## src/rtl/rwc_pkg.sv

```systemverilog
// ----------------------------------------------------------------------------
// rwc_pkg
// Shared constants, word types and the byte term function of the rolling
// weak checksum block.
// ----------------------------------------------------------------------------
package rwc_pkg;

	localparam int WINDOW_DEPTH = 4096;
	localparam int PTR_W        = $clog2(WINDOW_DEPTH);
	localparam int LEN_W        = PTR_W + 1;
	localparam int WL_W         = 13;
	localparam int OFS_W        = 8;
	localparam int BYTE_W       = 8;
	localparam int SUM_W        = 16;
	localparam int CFG_IDX_W    = 1;

	localparam logic [WL_W-1:0] WL_RESET = WL_W'(512);

	localparam logic [1:0] KIND_START = 2'd0;
	localparam logic [1:0] KIND_LOAD  = 2'd1;
	localparam logic [1:0] KIND_ROLL  = 2'd2;

	localparam logic [CFG_IDX_W-1:0] REG_WINDOW_LENGTH = 1'b0;
	localparam logic [CFG_IDX_W-1:0] REG_BYTE_BIAS     = 1'b1;

	typedef enum logic [1:0] {
		OP_HOLD,
		OP_START,
		OP_LOAD,
		OP_ROLL
	} sum_op_t;

	typedef struct packed {
		logic [1:0]        kind;
		logic [BYTE_W-1:0] data_byte;
	} src_word_t;

	typedef struct packed {
		logic [2*SUM_W-1:0] checksum;
		logic               window_full;
		logic               rejected;
	} dst_word_t;

	typedef struct packed {
		sum_op_t          op;
		logic [SUM_W-1:0] term;
		logic [LEN_W-1:0] len;
		logic             full;
		logic             rejected;
	} stage_t;

	// signed byte plus signed offset, wrapped to the sum width
	function automatic logic [SUM_W-1:0] byte_term(input logic [BYTE_W-1:0] raw,
			input logic [OFS_W-1:0] ofs);
		logic [SUM_W-1:0] b;
		logic [SUM_W-1:0] o;
		b = {{(SUM_W-BYTE_W){raw[BYTE_W-1]}}, raw};
		o = {{(SUM_W-OFS_W){ofs[OFS_W-1]}}, ofs};
		return b + o;
	endfunction

endpackage

```

## src/rtl/rwc_ptr_mod.sv

```systemverilog
// ----------------------------------------------------------------------------
// rwc_ptr_mod
// Serial remainder unit: reduces the oldest pointer modulo a new window
// length, one pointer bit per cycle (restoring division).
// ----------------------------------------------------------------------------
module rwc_ptr_mod import rwc_pkg::*; (
	input  logic             clk,
	input  logic             arst_n,
	input  logic             start,
	input  logic [PTR_W-1:0] ptr_in,
	input  logic [LEN_W-1:0] len,
	output logic             busy,
	output logic             done,
	output logic [PTR_W-1:0] rem
);

	localparam int CNT_W = $clog2(PTR_W + 1);

	logic             busy_q;
	logic [CNT_W-1:0] cnt_q;
	logic [PTR_W-1:0] shreg_q;
	logic [LEN_W-1:0] rem_q;
	logic [LEN_W:0]   trial;
	logic [LEN_W-1:0] rem_next;
	logic             last;

	always_comb begin
		trial = {rem_q, shreg_q[PTR_W-1]};
		if (trial >= (LEN_W+1)'(len)) begin
			rem_next = LEN_W'(trial - (LEN_W+1)'(len));
		end else begin
			rem_next = LEN_W'(trial);
		end
		last = (cnt_q == CNT_W'(PTR_W - 1));
	end

	assign busy = busy_q;
	assign done = busy_q && last;
	assign rem  = rem_next[PTR_W-1:0];

	always_ff @(posedge clk or negedge arst_n) begin
		if (!arst_n) begin
			busy_q <= 1'b0;
			cnt_q  <= '0;
		end else if (start) begin
			busy_q <= 1'b1;
			cnt_q  <= '0;
		end else if (busy_q) begin
			cnt_q <= cnt_q + CNT_W'(1);
			if (last) begin
				busy_q <= 1'b0;
			end
		end
	end

	always_ff @(posedge clk) begin
		if (start) begin
			shreg_q <= ptr_in;
			rem_q   <= '0;
		end else if (busy_q) begin
			shreg_q <= {shreg_q[PTR_W-2:0], 1'b0};
			rem_q   <= rem_next;
		end
	end

	a_start_busy: assert property (@(posedge clk) disable iff (!arst_n)
		start |=> busy_q)
		else $error("remainder unit not busy after start");

	a_done_idle: assert property (@(posedge clk) disable iff (!arst_n)
		done && !start |=> !busy_q)
		else $error("remainder unit still busy after last step");

	a_rem_bound: assert property (@(posedge clk) disable iff (!arst_n)
		busy_q |-> rem_q < len)
		else $error("partial remainder not below window length");

endmodule

```

## config.mk

```make
export PLATFORM = sky130hd
export DESIGN_NAME = rwc_ptr_mod
export DESIGN_NICKNAME = d
export VERILOG_FILES = /design/src/rtl/rwc_pkg.sv /design/src/rtl/rwc_ptr_mod.sv
export SDC_FILE = /design/constraint.sdc
export NUM_CORES = 1
export LEC_CHECK = 0
export ABC_AREA = 1
export BUFFER_PORTS_ARGS = -buffer_cell sky130_fd_sc_hd__buf_2
export CORE_MARGIN = 5
export CORE_UTILIZATION = 57
export DETAILED_ROUTE_END_ITERATION = 10
export PLACE_DENSITY = 0.87
export SYNTH_ARGS = -nofsm -noshare
export SYNTH_HDL_FRONTEND = slang
export SYNTH_SLANG_ARGS = --single-unit
```

## constraint.sdc

```tcl
create_clock -name clk -period 2.4 [get_ports clk]
set_input_delay 0.12 -clock clk [delete_from_list [all_inputs] [get_ports clk]]
set_output_delay 0.12 -clock clk [all_outputs]
set_load 0.01 [all_outputs]
```

==> summary.md <==
| Metric | Value |
|---|---|
| CP Class | reg -> out |
| Die Span X | 75.5 um |
| Starting Density | 59.8% |
| Fin crit share | 95.2% |
| Share of cells above drive strength 1 | 19.7% |
| Metal3 WL | 321 um |
| Maximum fanout along the worst path | 6 |
| Crit path DAT | 2.17 ns |
| Die H | 75.5 um |
| Main synth FF type | dfxtp_1 |
| P_sw | 1.42 mW |
| Fin Hold WS | 0.108 ns |
| Die area | 5690 um2 |
| Clk network pwr share | 12.6% |
| Largest net degree at the start of global routing | 19 |
| Leakage | 1.58 nW |
| Crit path launch type | flop |
| CP Capture Type | output port |
| Slew headroom | 63.9% |
| Reg-to-reg startpoint | rem_q[8]$_SDFFE_PP0P_ |
| Final Net Count | 449 |
| Critical Path Max Stage Delay | 0.35 ns |
| Max-slew violation count | 0 |
| Setup WS post-layout | 0.114 ns |
| Post-synth EDFFs | 12 |
| Routed wl met2 | 2760 um |
| Clock skew | 0.00453 ns |
| Clock root cell | clkbuf_8 |
| Router iterations before antenna repair | 4 |
| Max rail drop VDD | 0.600 mV |
| Worst path cell trace | ha_1 > nand2_1 > nand2_1 > inv_1 > nand2_1 > a21oi_4 > nand3_4 > buf_4 > nand2_1 > nand2_1 > buf_2 |
| CP max-delay cell | ha_1 |
| Tightest Pin Transition | 0.540 ns |
| Fraction of registers with async set or reset after synthesis | 16.7% |
| Ports | 42 |
| Final Hold Fails | 0 |
| Outcome | finished, final reports clean |
| Crit-path most repeated cell | nand2_1 |
| Gate power share | 62.6% |
| Internal power | 1.58 mW |
| Area growth from synthesis to layout | 13.4% |
| Port Buffers | 41 |
| Worst EP required | 2.28 ns |
| Maximum clock insertion buffer count | 2 |
| Synth Net Count | 411 |
| Share of the synthesized area in the top cell type | 21.7% |
| Power per standard cell area | 1080 nW/um2 |
| Number of synthesized register bits | 30 |
| Count leader, synth | nand2_1 |
| FMAX | 0.438 GHz |
| Synth area leaders | nand2_1 (22%), edfxtp_1 (15%), dfxtp_1 (11%), inv_1 (9.7%), ha_1 (7.2%) |
| R2R Path End | rem_q[7]$_SDFFE_PP0P_ |
| Clock Latency Late Sink | 0.28 ns |
| Post-synthesis instance area | 2440 um2 |
| DRT iter0 DRCs | 208 |
| Seq/Total Area, Yosys | 30.5% |
| WL/cell | 12.2 um |
| R2r worst-path depth | 12 |
| Leading post-synthesis cells by instance count | nand2_1 (141), inv_1 (63), nand3_1 (24) |
| Post-synth top area cell | nand2_1 |
| Syn_area_per_cell | 6.64 um2 |
| R2r setup slk | 0.45 ns |
| Sequential Power Share | 24.8% |
| Post-Synthesis Cells | 368 |
| Final Critical Period | 2.29 ns |
| Pre-CTS WS | 0.265 ns |
| First-pass GRT wire length | 8910 um |
| GRT Total Usage | 20.1% |
| Antenna violations before repair | 0 |
| Inserted Diodes | 0 |
| Total power | 2.99 mW |
| Via Count | 2342 |
| H-tree depth | 2 |
| CTS Buf Count | 5 |
| Netlist cell types | 32 |
| Final WL | 5580 um |
| Vias/cell | 5.12 |
| Antenna Violating Nets Remaining | 0 |
| Residual DRC | 0 |
| Vias in the first global route | 2127 |
| Top layer in use | met4 |
| Gr ovfl total | 0 |
| Setup tns final | 0 ns |
| MaxCap Viol Count | 0 |
| Clk sinks | 30 |
| CTS tree | built |
| GPL Wtd Cong | 0.867 |
| Cell Rows | 23 |
| Worst hold path type | in -> reg |
| Detailed Place HPWL | 4210 um |
| YS warnings | 0 |
| CP Launch Point | rem_q[8]$_SDFFE_PP0P_ |
| Final setup viols | 0 |
| Worst Setup EP | rem[7] |
| Core Region | 4090 um2 |
| Met1 wire length | 2380 um |
| Clock Pin Slew Worst Setup and Hold Paths | 0.06 ns |
| Switching part of the total | 47.3% |
==> area by class of cell <==
cell class                      count  area (um2)
Timing Repair Buffer               51         283
Sequential cell                    30         746
Inverter                           68         255
Multi-Input combinational cell    250        1340
Clock buffer                        8        80.1
Fill cell                         334        1320
Tap cell                           50        62.6
==> power by group through the flow <==
stage               Combinational, mW  Sequential (mW)  Clock (mW)
finish                           1.87            0.744       0.377
floorplan                        1.55            0.714           0
detailed placement               1.71            0.747           0
global placement                 1.68            0.741           0
global route                     2.08            0.757       0.402
CTS                              1.76            0.737       0.384
==> placed cells by master (no fill, tap or decap), drive strengths merged, types with 5 or more instances in the layout <==
| cell | n |
|---|---|
| nand3 | 28 |
| nand2 | 148 |
| inv | 68 |
| dfrtp | 5 |
| ha | 14 |
| buf | 50 |
| and2 | 6 |
| edfxtp | 12 |
| nand4 | 18 |
| clkbuf | 8 |
| nor2 | 14 |
| a21oi | 5 |
| dfxtp | 13 |
==> worst min path at each step <==
stage / start / end / slack, ns / cells after the start
6_report: ptr_in[0] / shreg_q[0]$_SDFFCE_PN0P_ / 0.11 / 3
5_1_grt: ptr_in[1] / shreg_q[1]$_DFFE_PP_ / 0.11 / 3
4_1_cts: ptr_in[1] / shreg_q[1]$_DFFE_PP_ / 0.1 / 3
3_5_place_dp: arst_n / cnt_q[0]$_DFFE_PN0P_ / -0.06 / 1
3_3_place_gp: arst_n / cnt_q[1]$_DFFE_PN0P_ / -0.06 / 1
2_1_floorplan: arst_n / busy$_DFF_PN0_ / -0.18 / 0
==> what timing repair did <==
| action | 4_1_cts | 5_1_grt |
|---|---|---|
| pin swaps | 1 | 2 |
| endpoints found under the setup margin | 4 | 12 |
| resized for setup | 0 | 5 |
| hold buffers | 1 | 0 |
| setup buffers | 2 | 5 |
| gates cloned | 0 | 1 |
| endpoints found under the hold margin | 5 | 0 |
==> through the flow <==
step	instance area, um2	instances	util, %
6_report	2770	457	67.8
3_5_place_dp	2590	440	63.3
3_3_place_gp	2590	440	63.3
5_1_grt	2770	457	67.8
4_1_cts	2690	451	65.9
2_1_floorplan	2440	368	-
==> metal layers <==
layer | track usage, % | vias to the layer above
met1 | 24.2 | 1042
met3 | 3.56 | 15
met5 | 0 | -
met4 | 6.99 | 0
met2 | 36.0 | 71
li1 | - | 1214
==> worst max-delay path: cells and delay by family (launching register included) <==
| family | cells | cell delay, ns |
|---|---|---|
| flip-flops | 1 | 0.33 |
| buffers and inverters | 3 | 0.38 |
| adder cells (fa/ha/maj) | 1 | 0.35 |
| AO/OA/AOI/OAI | 1 | 0.25 |
| AND/OR/NAND/NOR | 6 | 0.56 |
==> registers in the layout, indices dropped and copies added (netlist names) <==
| name | count |
|---|---|
| shreg_q | 12 |
| rem_q | 13 |
| cnt_q | 4 |
| busy | 1 |
==> cells by family after synthesis <==
kind of cell / after synthesis / synth area share (%)
AND/OR/NAND/NOR: 219 / 41.0
adder cells (fa/ha/maj): 15 / 7.99
AO/OA/AOI/OAI: 11 / 2.92
XOR/XNOR: 4 / 1.43
flip-flops: 30 / 30.5
buffers and inverters: 89 / 16.1
(Power assumes the default switching activity.)
