`config.mk`:
```
export PLATFORM = sky130hd
export DESIGN_NAME = rwc_sum_unit
export DESIGN_NICKNAME = d
export VERILOG_FILES = /design/src/rtl/rwc_pkg.sv /design/src/rtl/rwc_sum_unit.sv
export SDC_FILE = /design/constraint.sdc
export NUM_CORES = 1
export LEC_CHECK = 0
export BUFFER_PORTS_ARGS = -buffer_cell sky130_fd_sc_hd__buf_2
export CAP_MARGIN = 20
export CORE_MARGIN = 4
export CORE_UTILIZATION = 62
export CTS_CLUSTER_SIZE = 40
export DETAILED_ROUTE_END_ITERATION = 16
export GPL_ROUTABILITY_DRIVEN = 0
export PLACE_DENSITY = 0.91
export SYNTH_ARGS = -nofsm -noshare
export SYNTH_HDL_FRONTEND = slang
export SYNTH_SLANG_ARGS = --single-unit
```
`constraint.sdc`:
```
create_clock -name clk -period 9.79 [get_ports clk]
set_clock_uncertainty 0.2 [all_clocks]
set_input_delay 0.979 -clock clk [delete_from_list [all_inputs] [get_ports clk]]
set_output_delay 0.979 -clock clk [all_outputs]
set_load 0.005 [all_outputs]
```
`src/rtl/rwc_pkg.sv`:
```
// ----------------------------------------------------------------------------
// rwc_pkg
// Shared constants, word types and the byte term function of the rolling
// weak checksum block.
// ----------------------------------------------------------------------------
package rwc_pkg;

	localparam int WINDOW_DEPTH = 4096;
	localparam int PTR_W        = $clog2(WINDOW_DEPTH);
	localparam int LEN_W        = PTR_W + 1;
	localparam int WL_W         = 13;
	localparam int OFS_W        = 8;
	localparam int BYTE_W       = 8;
	localparam int SUM_W        = 16;
	localparam int CFG_IDX_W    = 1;

	localparam logic [WL_W-1:0] WL_RESET = WL_W'(512);

	localparam logic [1:0] KIND_START = 2'd0;
	localparam logic [1:0] KIND_LOAD  = 2'd1;
	localparam logic [1:0] KIND_ROLL  = 2'd2;

	localparam logic [CFG_IDX_W-1:0] REG_WINDOW_LENGTH = 1'b0;
	localparam logic [CFG_IDX_W-1:0] REG_BYTE_BIAS     = 1'b1;

	typedef enum logic [1:0] {
		OP_HOLD,
		OP_START,
		OP_LOAD,
		OP_ROLL
	} sum_op_t;

	typedef struct packed {
		logic [1:0]        kind;
		logic [BYTE_W-1:0] data_byte;
	} src_word_t;

	typedef struct packed {
		logic [2*SUM_W-1:0] checksum;
		logic               window_full;
		logic               rejected;
	} dst_word_t;

	typedef struct packed {
		sum_op_t          op;
		logic [SUM_W-1:0] term;
		logic [LEN_W-1:0] len;
		logic             full;
		logic             rejected;
	} stage_t;

	// signed byte plus signed offset, wrapped to the sum width
	function automatic logic [SUM_W-1:0] byte_term(input logic [BYTE_W-1:0] raw,
			input logic [OFS_W-1:0] ofs);
		logic [SUM_W-1:0] b;
		logic [SUM_W-1:0] o;
		b = {{(SUM_W-BYTE_W){raw[BYTE_W-1]}}, raw};
		o = {{(SUM_W-OFS_W){ofs[OFS_W-1]}}, ofs};
		return b + o;
	endfunction

endpackage

```
`src/rtl/rwc_sum_unit.sv`:
```
// ----------------------------------------------------------------------------
// rwc_sum_unit
// Second stage: running sums s1/s2 updated with each new byte term and, on a
// roll, the byte dropped from the window, plus the output word register.
// ----------------------------------------------------------------------------
module rwc_sum_unit import rwc_pkg::*; (
	input  logic              clk,
	input  logic              arst_n,
	input  logic              load,
	input  stage_t            stage_in,
	input  logic [BYTE_W-1:0] rd_data,
	input  logic [OFS_W-1:0]  byte_bias,
	output logic              can_take,
	output logic              dst_valid,
	input  logic              dst_ready,
	output dst_word_t         dst_data
);

	logic             v_s1;
	stage_t           stage_s1;
	logic [SUM_W-1:0] sum_low_q;
	logic [SUM_W-1:0] sum_high_q;
	logic             out_valid_q;
	dst_word_t        out_q;

	logic [SUM_W-1:0] old_term;
	logic [SUM_W-1:0] len16;
	logic [SUM_W-1:0] drop;
	logic [SUM_W-1:0] lo_n;
	logic [SUM_W-1:0] hi_n;
	logic             adv;

	always_comb begin
		old_term = byte_term(rd_data, byte_bias);
		len16    = SUM_W'(stage_s1.len);
		drop     = len16 * old_term;
		lo_n     = sum_low_q;
		hi_n     = sum_high_q;
		case (stage_s1.op)
			OP_START: begin
				lo_n = stage_s1.term;
				hi_n = stage_s1.term;
			end
			OP_LOAD: begin
				lo_n = sum_low_q + stage_s1.term;
				hi_n = sum_high_q + lo_n;
			end
			OP_ROLL: begin
				lo_n = sum_low_q + stage_s1.term - old_term;
				hi_n = sum_high_q + lo_n - drop;
			end
			default: begin
				lo_n = sum_low_q;
				hi_n = sum_high_q;
			end
		endcase
	end

	assign adv       = v_s1 && (!out_valid_q || dst_ready);
	assign can_take  = !v_s1 || adv;
	assign dst_valid = out_valid_q;
	assign dst_data  = out_q;

	always_ff @(posedge clk or negedge arst_n) begin
		if (!arst_n) begin
			v_s1        <= 1'b0;
			out_valid_q <= 1'b0;
			sum_low_q   <= '0;
			sum_high_q  <= '0;
		end else begin
			if (load) begin
				v_s1 <= 1'b1;
			end else if (adv) begin
				v_s1 <= 1'b0;
			end
			if (adv) begin
				out_valid_q <= 1'b1;
				sum_low_q   <= lo_n;
				sum_high_q  <= hi_n;
			end else if (dst_ready) begin
				out_valid_q <= 1'b0;
			end
		end
	end

	always_ff @(posedge clk) begin
		if (load) begin
			stage_s1 <= stage_in;
		end
		if (adv) begin
			out_q.checksum    <= {hi_n, lo_n};
			out_q.window_full <= stage_s1.full;
			out_q.rejected    <= stage_s1.rejected;
		end
	end

	a_hold_keeps_sums: assert property (@(posedge clk) disable iff (!arst_n)
		adv && stage_s1.op == OP_HOLD |=> $stable(sum_low_q) && $stable(sum_high_q))
		else $error("rejected word changed the sums");

	a_adv_shows_word: assert property (@(posedge clk) disable iff (!arst_n)
		adv |=> out_valid_q)
		else $error("finished word not presented");

	a_stall_keeps_stage: assert property (@(posedge clk) disable iff (!arst_n)
		v_s1 && !adv |=> v_s1 && $stable(sum_low_q) && $stable(sum_high_q))
		else $error("stalled stage lost or updated");

endmodule

```
==> impl_metrics.py, run 1 <==
metrics = {
    "detailed_routing": {
        "drt_first_pass_iters": 5,
        "wirelength_mm": 25.5,
        "routed_via_density": 6.03,
        "drt_iter0_drc": 819,
        "wl_per_cell_um": 17.9,
        "drc": 0,
        "vias": 8588,
        "ant_nets": 0,
    },
    "sta": {
        "finalHoldViolations": 0,
        "layout_setup_ws_ns": 0.949,
        "rsz0062_at_grt": "no",
        "period_minus_slack_ns": 8.84,
        "worst_pin_slew_ns": 0.925,
        "setup_viol": 0,
        "max_freq_mhz": 113,
        "final.setup.tns_ns": 0,
        "maxSlewHeadroom": 0.379,
        "fin_crit_sh": 0.903,
        "slew_viol_final": 0,
    },
    "worst_setup_path": {
        "crit_fanout": 10,
        "crit_buf_inv": 5,
        "cp-start-kind": "input port",
        "endpoint_kind": "flop",
        "path_class": "input port to flop",
        "cp_common_cell": "xnor2_1",
        "critPathSlowestCell": "fa_1",
        "cp.required_ns": 9.69,
        "max_stage_delay_ns": 0.50,
        "crit_family": "adder cells",
        "critPathArrivalTime_ns": 8.74,
    },
    "yosys": {
        "synth_top_area_share": 0.184,
        "synth-edff-count": 67,
        "synth_largest_area_cell": "edfxtp_1",
        "seq_area_frac_synth": 0.262,
        "synthFlopType": "edfxtp_1",
        "synthTopCellsByCount": "155 x inv_1, 122 x nand2_1, 95 x fa_1, 95 x ha_1, 67 x edfxtp_1",
        "yosysMostFrequentCell": "inv_1",
        "yosys_warnings": 0,
        "netlist_area_um2": 10900,
        "ys_async_sr_fraction": 0.337,
        "syn_nets": 1362,
        "avgSynthCellArea_um2": 9.78,
        "ys_top_cells_by_area": "edfxtp_1 18%, fa_1 17%, ha_1 11%",
        "synth_cell_types": 77,
        "synth_seq_cells": 101,
        "synthCells": 1119,
    },
    "die": {
        "pin_count": 89,
        "chipWidth_um": 141,
        "initial_core_util": 0.632,
        "die_area_um2": 19800,
        "core_um2": 17300,
        "rows": 48,
        "die_y_um": 141,
    },
    "clocking": {
        "cts_setup_buffers": 0,
        "insertion_delay_ns": 0.37,
        "cts_made_buffers": 9,
        "cts.sink_count": 101,
        "cts_hold_buffers": 0,
        "cts.repair.resized": 0,
        "cts_tree": "done",
        "cts_max_path_buffers": 2,
        "clockRootBuffer": "clkbuf_16",
        "htreeDepth": 3,
        "clk_pin_slew_ns": 0.08,
    },
    "grt": {
        "grt_pass1_wl_mm": 42.6,
        "grt_start_max_net_pins": 53,
        "grt_pass1_vias": 8706,
        "grt_overflow": 0,
        "track_usage": 0.267,
        "antenna_found_initial": 0,
    },
    "layout": {
        "antenna_cells": 0,
        "final_core_util": 0.685,
        "finalNetCount": 1437,
        "area_delta_synth_final_pct": 8.36,
        "layout-drive-gt1-share": 0.141,
    },
    "placed_design": {
        "portBuffers": 88,
        "dp_hpwl_mm": 19.5,
        "pre_cts_ws_ns": 0.641,
    },
    "job": {
        "drv_cap": 0,
    },
    "run_status": {
        "status": "finished clean",
    },
    "hold_path": {
        "hold_path_class": "flop to flop",
    },
}
layer usage:
metal	part of all wire	wire length, µm	up-vias	track usage
li1	-	-	3955	-
met1	0.42	10600	4140	0.368
met2	0.47	12100	432	0.433
met3	0.093	2360	61	0.0573
met4	0.019	483	0	0.0724
met5	0	0	-	0
registers in the layout (all words and copies together) (netlist names):
| signal | cells |
|---|---|
| dst_data | 34 |
| dst_valid | 1 |
| len16 | 13 |
| sum_low_q | 16 |
| sum_high_q | 16 |
| v_s1 | 1 |
| stage_s1 | 20 |
placed cells by master (no fill, tap or decap), types with 8 or more instances in the layout:
master and instances:
ha_1 95, a21o_1 14, o21ai_0 50, nor2b_1 10
o21a_1 18, nor2_1 59, and2_1 58, buf_2 88
a21oi_1 48, dfrtp_1 34, xor2_1 25, nor3_1 15
nand3_1 13, mux2i_1 8, nand2b_1 8, nand2_1 122
edfxtp_1 67, inv_1 155, clkbuf_16 9, buf_4 8
mux4_2 18, a211oi_1 8, xnor2_1 45, fa_1 95
metrics by stage:
| stage | cells | hold WS [ns] | cell area, µm² |
|---|---|---|---|
| floorplan | 1119 | 0.200 | 10900 |
| global placement | 1408 | 0.200 | 11600 |
| detailed placement | 1408 | 0.206 | 11600 |
| CTS | 1424 | 0.223 | 11900 |
| global route | 1424 | 0.228 | 11900 |
| finish | 1424 | 0.223 | 11900 |
worst register-to-register path, delay by kind of cell, from the launching register on:
family | cells | cell delay [ns]
adder cells (fa/ha/maj) | 8 | 3.36
buffers and inverters | 3 | 0.20
AND/OR/NAND/NOR | 4 | 0.67
AO/OA/AOI/OAI | 11 | 2.43
XOR/XNOR | 3 | 0.78
flip-flops | 1 | 0.44
final cells by class:
type                    instances  area [µm²]
multi-input cells             827        7330
fillers                      1243        5440
flip-flops and latches        101        2860
inverters                     159         597
repair buffers                 96         500
well taps                     225         282
clock buffers                   9         225
clock inverters                 7        58.8
cell families (layout without fill, tap and decap cells):
kind of cell,count (synthesis),in the layout,synth area share
buffers and inverters,191,271,0.0684
XOR/XNOR,74,74,0.0631
multiplexers,32,32,0.0506
flip-flops,101,101,0.262
adder cells (fa/ha/maj),190,190,0.283
AO/OA/AOI/OAI,216,216,0.136
AND/OR/NAND/NOR,315,315,0.138
worst paths after layout:
check	from	end	slack (ns)	cells past startpoint
max	rd_data[0]	dst_data[33]$_DFFE_PP_	0.95	36
min	stage_s1[0]$_DFFE_PP_	dst_data[0]$_DFFE_PP_	0.22	0
max reg2reg	stage_s1[15]$_DFFE_PP_	dst_data[33]$_DFFE_PP_	1.46	29
min reg2reg	stage_s1[0]$_DFFE_PP_	dst_data[0]$_DFFE_PP_	0.22	0
max in group asynchronous	arst_n	dst_valid$_DFFE_PN0P_	8.30	1
min in group asynchronous	arst_n	sum_high_q[0]$_DFFE_PN0P_	0.53	1
Power of run 1 is left out: the tool's default activity adds up to more than one toggle a clock period on the data nets, which glitch-free logic cannot reach.
==> run 2, diff against run 1 <==
--- a/config.mk
+++ b/config.mk
@@ -7,6 +7,7 @@
 export LEC_CHECK = 0
 export BUFFER_PORTS_ARGS = -buffer_cell sky130_fd_sc_hd__buf_2
 export CAP_MARGIN = 20
+export CORE_ASPECT_RATIO = 0.75
 export CORE_MARGIN = 4
 export CORE_UTILIZATION = 62
 export CTS_CLUSTER_SIZE = 40
==> impl_metrics.py, run 2 (synthesis gave the netlist of run 1 again) <==
metrics = {
    "run_status": {
        "status": "finished clean",
    },
    "sta": {
        "rsz0062_at_grt": "no",
        "finalHoldViolations": 0,
        "max_freq_mhz": 112,
        "maxSlewHeadroom": 0.309,
        "fin_crit_sh": 0.913,
        "slew_viol_final": 0,
        "worst_pin_slew_ns": 1.03,
        "layout_setup_ws_ns": 0.855,
        "final.setup.tns_ns": 0,
        "period_minus_slack_ns": 8.94,
        "setup_viol": 0,
    },
    "clocking": {
        "cts_hold_buffers": 0,
        "insertion_delay_ns": 0.36,
        "cts_max_path_buffers": 2,
        "cts_made_buffers": 9,
        "cts_setup_buffers": 0,
        "clockRootBuffer": "clkbuf_16",
        "cts.repair.resized": 0,
        "clk_pin_slew_ns": 0.07,
        "cts.sink_count": 101,
        "htreeDepth": 3,
        "cts_tree": "done",
    },
    "grt": {
        "grt_pass1_vias": 9089,
        "grt_start_max_net_pins": 68,
        "grt_overflow": 0,
        "track_usage": 0.273,
        "antenna_found_initial": 0,
        "grt_pass1_wl_mm": 43.7,
    },
    "die": {
        "pin_count": 89,
        "core_um2": 17100,
        "chipWidth_um": 161,
        "initial_core_util": 0.640,
        "die_y_um": 123,
        "die_area_um2": 19900,
        "rows": 41,
    },
    "layout": {
        "antenna_cells": 0,
        "largest_reg_flops": 34,
        "final_core_util": 0.695,
        "finalNetCount": 1437,
        "mostFrequentLayoutCell": "inv_1",
        "final_cell_mix": "155 x inv_1, 122 x nand2_1, 95 x fa_1, 95 x ha_1, 88 x buf_2",
        "area_delta_synth_final_pct": 8.48,
        "layout-drive-gt1-share": 0.141,
    },
    "detailed_routing": {
        "routed_via_density": 6.06,
        "ant_nets": 0,
        "vias": 8693,
        "wl_per_cell_um": 18.1,
        "drt_iter0_drc": 782,
        "wirelength_mm": 25.9,
        "drc": 0,
        "drt_first_pass_iters": 5,
    },
    "worst_setup_path": {
        "crit_fanout": 10,
        "critPathArrivalTime_ns": 8.83,
        "crit_family": "adder cells",
        "endpoint_kind": "flop",
        "path_class": "input port to flop",
        "crit_buf_inv": 5,
        "critPathSlowestCell": "fa_1",
        "cp_common_cell": "xnor2_1",
        "max_stage_delay_ns": 0.51,
        "cp.required_ns": 9.68,
        "cp-start-kind": "input port",
    },
    "job": {
        "drv_cap": 0,
    },
    "hold_path": {
        "hold_path_class": "flop to flop",
    },
    "placed_design": {
        "pre_cts_ws_ns": 0.591,
        "portBuffers": 88,
        "dp_hpwl_mm": 19.9,
    },
}
run 2: final cells by class:
type	instances	area, µm²
Clock buffer	9	225
Clock inverter	7	57.6
Fill cell	1227	5220
Inverter	159	597
Multi-Input combinational cell	827	7330
Sequential cell	101	2860
Tap cell	236	295
Timing Repair Buffer	96	500
run 2: worst paths after layout:
check | slack [ns] | cells after the start | startpoint | to
min in group asynchronous | 0.53 | 1 | arst_n | sum_high_q[3]$_DFFE_PN0P_
worst max-delay path | 0.85 | 36 | rd_data[0] | dst_data[33]$_DFFE_PP_
max in group asynchronous | 8.29 | 1 | arst_n | sum_low_q[13]$_DFFE_PN0P_
worst max register to register | 1.41 | 33 | stage_s1[15]$_DFFE_PP_ | dst_data[33]$_DFFE_PP_
worst min register to register | 0.23 | 0 | stage_s1[0]$_DFFE_PP_ | dst_data[0]$_DFFE_PP_
worst min-delay path | 0.23 | 0 | stage_s1[0]$_DFFE_PP_ | dst_data[0]$_DFFE_PP_
run 2: stage by stage:
| stage | instances | hold slack, ns | area [µm²] |
|---|---|---|---|
| global placement | 1419 | 0.202 | 11600 |
| global route | 1435 | 0.243 | 11900 |
| detailed placement | 1419 | 0.220 | 11600 |
| finish | 1435 | 0.231 | 11900 |
| floorplan | 1119 | 0.200 | 10900 |
| CTS | 1435 | 0.235 | 11900 |
run 2: layer usage:
layer  vias to the layer above  GRT usage  share of wire
met5                         -          0              0
met4                         0      0.101          0.031
met3                        67     0.0467          0.062
met2                       352      0.471           0.49
met1                      4306      0.352           0.41
li1                       3968          -              -
Power of run 2 is left out for the same reason.
